## src/hdl/vpfr_pkg.sv

```systemverilog
// shared types and constants of the reduced-precision float rounder
package vpfr_pkg;

    typedef enum logic [1:0] {
        PATH_NORMAL  = 2'd0,
        PATH_SUBNORM = 2'd1,
        PATH_UNDER   = 2'd2,
        PATH_PASS    = 2'd3
    } t_path;

    typedef enum logic [1:0] {
        CFG_FORMAT    = 2'd0,
        CFG_PRECISION = 2'd1,
        CFG_EMIN      = 2'd2
    } t_cfg_idx;

    localparam logic [63:0] MASK32 = 64'h0000_0000_FFFF_FFFF;
    localparam logic [63:0] MASK64 = 64'hFFFF_FFFF_FFFF_FFFF;

    localparam int NGRP = 7;

    localparam logic signed [13:0] BIAS64 = 14'sd1023;
    localparam logic signed [13:0] BIAS32 = 14'sd127;
    localparam logic signed [13:0] MAN64  = 14'sd52;
    localparam logic signed [13:0] MAN32  = 14'sd23;

endpackage

```

## src/hdl/variable_precision_float_rounder.sv

```systemverilog
// top level of the reduced-precision float rounder
//
// usage:
//   item in: pulse i_start with i_operand_bits; o_busy is always low, so an
//   item is taken on every cycle that i_start is high.
//   item out: o_done is high for one cycle with o_result_bits and
//   o_path_taken, once the item has passed the input register, the
//   leading-one register after the per-byte search and the result register.
//   throughput: one item per cycle.
//   config: i_cfg_we writes i_cfg_wdata to register i_cfg_index at once
//   (0 format, 1 precision, 2 emin); write only while no item is in flight.
//   reset: i_rst_n low clears the pipeline valid flags and loads binary64,
//   precision 52, emin -1022.
//   the receiver cannot hold results off; every result appears exactly once.
module variable_precision_float_rounder
    import vpfr_pkg::*;
(
    input  logic        i_clk,
    input  logic        i_rst_n,
    input  logic        i_start,
    output logic        o_busy,
    input  logic        i_cfg_we,
    input  logic [1:0]  i_cfg_index,
    input  logic [10:0] i_cfg_wdata,
    input  logic [63:0] i_operand_bits,
    output logic        o_done,
    output logic [63:0] o_result_bits,
    output logic [1:0]  o_path_taken
);

    logic               r_fmt;
    logic [5:0]         r_prec;
    logic [10:0]        r_emin;

    logic               r_v1;
    logic [63:0]        r_x1;
    logic               r_v2;
    logic [63:0]        r_x2;
    logic [NGRP-1:0]    r_nz;
    logic [2:0]         r_pos [NGRP];
    logic               r_v3;
    logic [63:0]        r_res;
    t_path              r_path;

    logic [55:0]        s1_frac;
    logic [NGRP-1:0]    n_nz;
    logic [2:0]         n_pos [NGRP];

    logic [63:0]        n_res;
    t_path              n_path;

    assign o_busy = 1'b0;

    // configuration
    always_ff @(posedge i_clk) begin
        if (!i_rst_n) begin
            r_fmt  <= 1'b1;
            r_prec <= 6'd52;
            r_emin <= 11'h402;
        end else if (i_cfg_we) begin
            case (i_cfg_index)
                CFG_FORMAT:    r_fmt  <= i_cfg_wdata[0];
                CFG_PRECISION: r_prec <= i_cfg_wdata[5:0];
                CFG_EMIN:      r_emin <= i_cfg_wdata;
                default: ;
            endcase
        end
    end

    // stage 1: per-byte leading one search of the fraction
    always_comb begin
        s1_frac = r_fmt ? {4'b0, r_x1[51:0]} : {33'b0, r_x1[22:0]};
        for (int g = 0; g < NGRP; g++) begin
            n_nz[g]  = |s1_frac[8*g +: 8];
            n_pos[g] = 3'd0;
            for (int b = 0; b < 8; b++) begin
                if (s1_frac[8*g + b]) n_pos[g] = 3'(b);
            end
        end
    end

    // stage 2: exponent, path and rounding
    logic [63:0]        x;
    logic               sgn;
    logic [10:0]        expf;
    logic [10:0]        emax;
    logic signed [13:0] bias, manw, e, ee, q, s, sh, emin, p, qb;
    logic [5:0]         top;
    logic [63:0]        mag, mask, rem, half, sbit, rnd;
    logic               is_pass, is_zero, path0, under, lsb, up;
    logic [10:0]        expv;

    always_comb begin
        x     = r_x2;
        bias  = r_fmt ? BIAS64 : BIAS32;
        manw  = r_fmt ? MAN64 : MAN32;
        sgn   = r_fmt ? x[63] : x[31];
        expf  = r_fmt ? x[62:52] : {3'b0, x[30:23]};
        emax  = r_fmt ? 11'h7FF : 11'h0FF;
        mag   = r_fmt ? {1'b0, x[62:0]} : {33'b0, x[30:0]};
        emin  = {{3{r_emin[10]}}, r_emin};
        p     = {8'b0, r_prec};
        top   = 6'd0;
        for (int g = 0; g < NGRP; g++) begin
            if (r_nz[g]) top = 6'(8*g) + {3'b0, r_pos[g]};
        end
        is_pass = (expf == emax) || (p >= manw);
        is_zero = (expf == 11'd0) && !(|r_nz);
        if (expf != 11'd0) begin
            e  = $signed({3'b0, expf}) - bias;
            ee = e - manw;
        end else begin
            ee = 14'sd1 - bias - manw;
            e  = ee + $signed({8'b0, top});
        end
        path0 = (e >= emin);
        q     = path0 ? (e - p) : (emin - p);
        under = !path0 && (e < q);
        s     = q - ee;

        mask = (64'd1 << s[5:0]) - 64'd1;
        rem  = mag & mask;
        half = 64'd1 << (s[5:0] - 6'd1);
        sbit = 64'd1 << s[5:0];
        lsb  = ((s == manw) && (expf != 11'd0)) ? 1'b1 : |(mag & sbit);
        up   = (rem > half) || ((rem == half) && lsb);
        rnd  = (mag & ~mask) + (up ? sbit : 64'd0);

        // underflow: zero or the smallest virtual subnormal
        qb   = q + bias;
        expv = qb[10:0];
        sh   = q - (14'sd1 - bias - manw);

        n_res  = x;
        n_path = PATH_PASS;
        if (is_pass) begin
            n_res  = x;
            n_path = PATH_PASS;
        end else if (is_zero) begin
            n_res  = r_fmt ? {sgn, 63'b0} : {32'b0, sgn, 31'b0};
            n_path = PATH_UNDER;
        end else if (under) begin
            n_path = PATH_UNDER;
            if (e != q - 14'sd1) begin
                rnd = 64'd0;
            end else if (q > bias) begin
                rnd = r_fmt ? {1'b0, emax, 52'b0} : {33'b0, emax[7:0], 23'b0};
            end else if (q >= 14'sd1 - bias) begin
                rnd = r_fmt ? {1'b0, expv, 52'b0} : {33'b0, expv[7:0], 23'b0};
            end else if (sh >= 14'sd0) begin
                rnd = 64'd1 << sh[5:0];
            end else begin
                rnd = 64'd0;
            end
            n_res = r_fmt ? {sgn, rnd[62:0]} : {32'b0, sgn, rnd[30:0]};
        end else begin
            n_path = path0 ? PATH_NORMAL : PATH_SUBNORM;
            if (s <= 14'sd0) n_res = x;
            else n_res = r_fmt ? {sgn, rnd[62:0]} : {32'b0, sgn, rnd[30:0]};
        end
    end

    always_ff @(posedge i_clk) begin
        if (!i_rst_n) begin
            r_v1 <= 1'b0;
            r_v2 <= 1'b0;
            r_v3 <= 1'b0;
        end else begin
            r_v1 <= i_start;
            r_v2 <= r_v1;
            r_v3 <= r_v2;
        end
    end

    always_ff @(posedge i_clk) begin
        r_x1   <= i_operand_bits & (r_fmt ? MASK64 : MASK32);
        r_x2   <= r_x1;
        r_nz   <= n_nz;
        r_pos  <= n_pos;
        r_res  <= n_res;
        r_path <= n_path;
    end

    assign o_done        = r_v3;
    assign o_result_bits = r_res;
    assign o_path_taken  = r_path;

    a_b32_high_zero: assert property (@(posedge i_clk) disable iff (!i_rst_n)
        (o_done && !r_fmt) |-> (o_result_bits[63:32] == 32'd0))
        else $error("binary32 result has upper bits set");

    a_under_pow2: assert property (@(posedge i_clk) disable iff (!i_rst_n)
        (o_done && o_path_taken == PATH_UNDER) |->
        (r_fmt ? ($countones(o_result_bits[51:0]) <= 1)
               : ($countones(o_result_bits[22:0]) <= 1)))
        else $error("underflow result is not zero or a power of two");

    a_sign_kept: assert property (@(posedge i_clk) disable iff (!i_rst_n)
        (o_done && r_fmt) |-> (o_result_bits[63] == $past(r_x1[63], 2)))
        else $error("sign bit changed");

    a_b32_sign_kept: assert property (@(posedge i_clk) disable iff (!i_rst_n)
        (o_done && !r_fmt) |-> (o_result_bits[31] == $past(r_x1[31], 2)))
        else $error("binary32 sign bit changed");

endmodule

```

## config.mk

```make
export PLATFORM = sky130hd
export DESIGN_NAME = variable_precision_float_rounder
export DESIGN_NICKNAME = d
export VERILOG_FILES = /design/src/hdl/vpfr_pkg.sv /design/src/hdl/variable_precision_float_rounder.sv
export SDC_FILE = /design/constraint.sdc
export NUM_CORES = 1
export LEC_CHECK = 0
export BUFFER_PORTS_ARGS = -buffer_cell sky130_fd_sc_hd__buf_2
export CAP_MARGIN = 20
export CORE_MARGIN = 1.5
export CORE_UTILIZATION = 50
export DETAILED_ROUTE_END_ITERATION = 16
export PLACE_DENSITY = 0.68
export SLEW_MARGIN = 20
export SYNTH_ARGS = -nofsm -noshare
export SYNTH_HDL_FRONTEND = slang
export SYNTH_SLANG_ARGS = --single-unit
export TNS_END_PERCENT = 100
```

## constraint.sdc

```tcl
create_clock -name i_clk -period 18.3 [get_ports i_clk]
set_input_delay 4.575 -clock i_clk [delete_from_list [all_inputs] [get_ports i_clk]]
set_output_delay 4.575 -clock i_clk [all_outputs]
set_load 0.01 [all_outputs]
```

==> summary.txt <==
Setup path
  – Crit path kind: reg2reg
  – CP max stage cell: dfxtp_4
  – Crit path max fanout: 92
  – Crit path top cell by count: buf_4
  – Worst path max stage delay: 940 ps
  – Req. time, crit path: 18780 ps
  – Worst setup path start: r_fmt
  – Reg-to-Reg Start: r_fmt
  – CP arrival: 18040 ps
  – CP Launch Type: register
  – Worst setup EP type: register

Synth
  – Area share of the largest cell type after synthesis: 23.7%
  – Number of synthesized flops with an enable pin: 0
  – Average size of a mapped cell: 7.50 um2
  – Register bit count reported by yosys: 242
  – Yosys cell types: 93
  – Top cells by area, synth: dfxtp_1, ha_1, nor2_1
  – Leading area contributor after synthesis: dfxtp_1
  – Async S/R FF share, synth: 0%
  – Warnings from Yosys: 0
  – Post-synth top flop: dfxtp_1
  – Synthesized area: 20400 um2
  – Syn nets: 3017
  – Top-count cell post-synth: nor2_1
  – Most common library cells after synthesis: nor2_1, nand2_1, dfxtp_1
  – Mapped Cells: 2724
  – Post-synthesis sequential area ratio: 23.7%

Global routing
  – Total gr overflow: 0
  – Largest net degree at the start of global routing: 93
  – Vias in the first global route: 21300
  – Initial antenna violation count: 7
  – First-pass GRT wire length: 134 mm
  – GRT Resource Usage Total: 43.3%

Hold path
  – Min-delay src: r_x1[62]
  – HP Class: reg2reg

Cells and area
  – Share of layout cells above drive strength 1: 10.2%
  – # nets final: 3151
  – P&R area growth vs syn: 11.5%

Clock tree
  – Depth of the CTS H-tree: 1
  – Post-CTS Setup Bufs: 0
  – Root cell of the clock tree: clkbuf_16
  – Skew-Pair Late Insertion Delay: 590 ps
  – Sink Count: 242
  – CTS tree: built
  – Clock transition at path regs: 60 ps
  – CTS resizes: 0
  – Cts hold-fix bufs: 0
  – CTS buffer count: 25
  – Clock Tree Buf Depth: 3

Floorplan
  – IO Count: 149
  – Core ar.: 40000 um2
  – Die Y: 205 um
  – Die ar.: 42100 um2
  – Starting density of the core: 51.1%
  – Cell Rows: 73
  – Die Wd: 205 um

STA
  – Slew margin rel.: 25.0%
  – Tightest Pin Transition: 1110 ps
  – Clk_skew: 35.6 ps
  – Slew Limit Fails: 0
  – Finish-stage setup viols: 0
  – Final-report hold violation count: 0
  – Tcrit/Tclk final: 96.0%
  – RSZ-0062 raised after global routing: false
  – Minimum clock period: 17560 ps
  – Setup_tns: 0 ps
  – Worst Slack Setup Final: 740 ps
  – Fmax: 56.9 MHz

Run status
  – Status: complete, no violations

Place
  – Setup WS pre-CTS: 1300 ps
  – Final HPWL DP: 74.3 mm
  – PortBufs: 147
  – GP Congestion: 1.09

Routing
  – Via-to-Cell Ratio: 6.68
  – DRC errors left: 0
  – Via count: 22800
  – Routed WL: 93.5 mm
  – Post-route ant nets: 0
  – 1st-iter DRT viols: 3303
  – DRT Pass-1 Iters: 8
  – DR WL/cell: 27.4 um

Flow run
  – Max cap viols: 0
-- cells in the final DEF, fill, tap and decap left out, types with 9 or more instances in the layout --
cell / instances
nor2_1: 316
nand2_1: 290
dfxtp_1: 241
ha_1: 207
a21oi_1: 193
o21ai_0: 168
buf_2: 147
inv_1: 108
a21o_1: 93
xnor2_1: 92
nand3_1: 89
and2_1: 72
nor2b_1: 71
nor3_1: 65
buf_4: 61
xor2_1: 53
a22oi_1: 52
nand4_1: 39
and3_1: 39
nand2b_1: 33
a21boi_0: 31
o31ai_1: 26
clkbuf_16: 25
mux2i_1: 23
a31oi_1: 21
o211ai_1: 17
o22ai_1: 17
o21a_1: 17
o21bai_1: 15
nor4_1: 14
a211oi_1: 12
or3_1: 12
nand3b_1: 11
o221ai_1: 11
a211o_1: 9
nor3b_1: 9
-- per-layer routing --
layer | vias up | GRT usage [%] | wire, um
li1 | 10100 | - | -
met1 | 10700 | 54.9 | 36300
met2 | 1620 | 63.3 | 37900
met3 | 418 | 11.9 | 11600
met4 | 4 | 29.7 | 7640
met5 | - | 0 | 27
-- final timing paths --
path / end / slack (ps) / cells past startpoint
worst max-delay path: o_result_bits[56] / 740 / 59
worst min-delay path: r_x2[62] / 330 / 0
worst max register to register: o_result_bits[56] / 740 / 59
worst min register to register: r_x2[62] / 330 / 0
-- cell families (layout without fill, tap and decap cells) --
| family | after synthesis | in the layout | synth area share [%] |
|---|---|---|---|
| buffers and inverters | 213 | 365 | 4.13 |
| adders and majority gates | 213 | 213 | 13.2 |
| other | 1 | 8 | 0.0184 |
| muxes | 23 | 23 | 1.13 |
| DFF | 242 | 242 | 23.7 |
| xor gates and xnor gates | 150 | 150 | 6.70 |
| and+or+nand+nor | 1097 | 1097 | 25.8 |
| AOI/OAI and AO/OA | 785 | 785 | 25.3 |
-- sequential cells by signal (all words and copies together), names as in the netlist --
signal         cells
o_result_bits     64
r_x1              64
r_x2              64
r_pos             20
r_emin            11
r_nz               7
r_prec             6
o_path_taken       2
o_done             1
r_fmt              1
r_v1               1
r_v2               1
-- through the flow --
step                      instance area [um2]  hold WS, ps  utilization, %  instances
after floorplan                         20400          310               -       2724
after global placement                  21900          310            54.7       3356
after detailed placement                21900          312            54.7       3356
after CTS                               22800          327            56.9       3401
after global routing                    22800          332            56.9       3401
final                                   22800          326            56.9       3408
-- cell type report --
cell class                      count  area, um2
Clock buffer                       31        678
Multi-Input combinational cell   2269      14800
Tap cell                          525        657
Timing Repair Buffer              208       1190
Sequential cell                   242       4850
Inverter                          112        420
Fill cell                        3884      17200
Clock inverter                     14        203
Antenna cell                        7       17.5
-- critical path: cells and delay by family, from the launching register on --
family	cells	cell delay, ps
AO/OA/AOI/OAI	24	7330
AND/OR/NAND/NOR	18	4370
buffers and inverters	9	2240
adder cells (fa/ha/maj)	5	1410
XOR/XNOR	3	1100
flip-flops	1	940
Power is not shown: default switching activity piles up to over one toggle a cycle in this logic, so the estimate is an artifact.
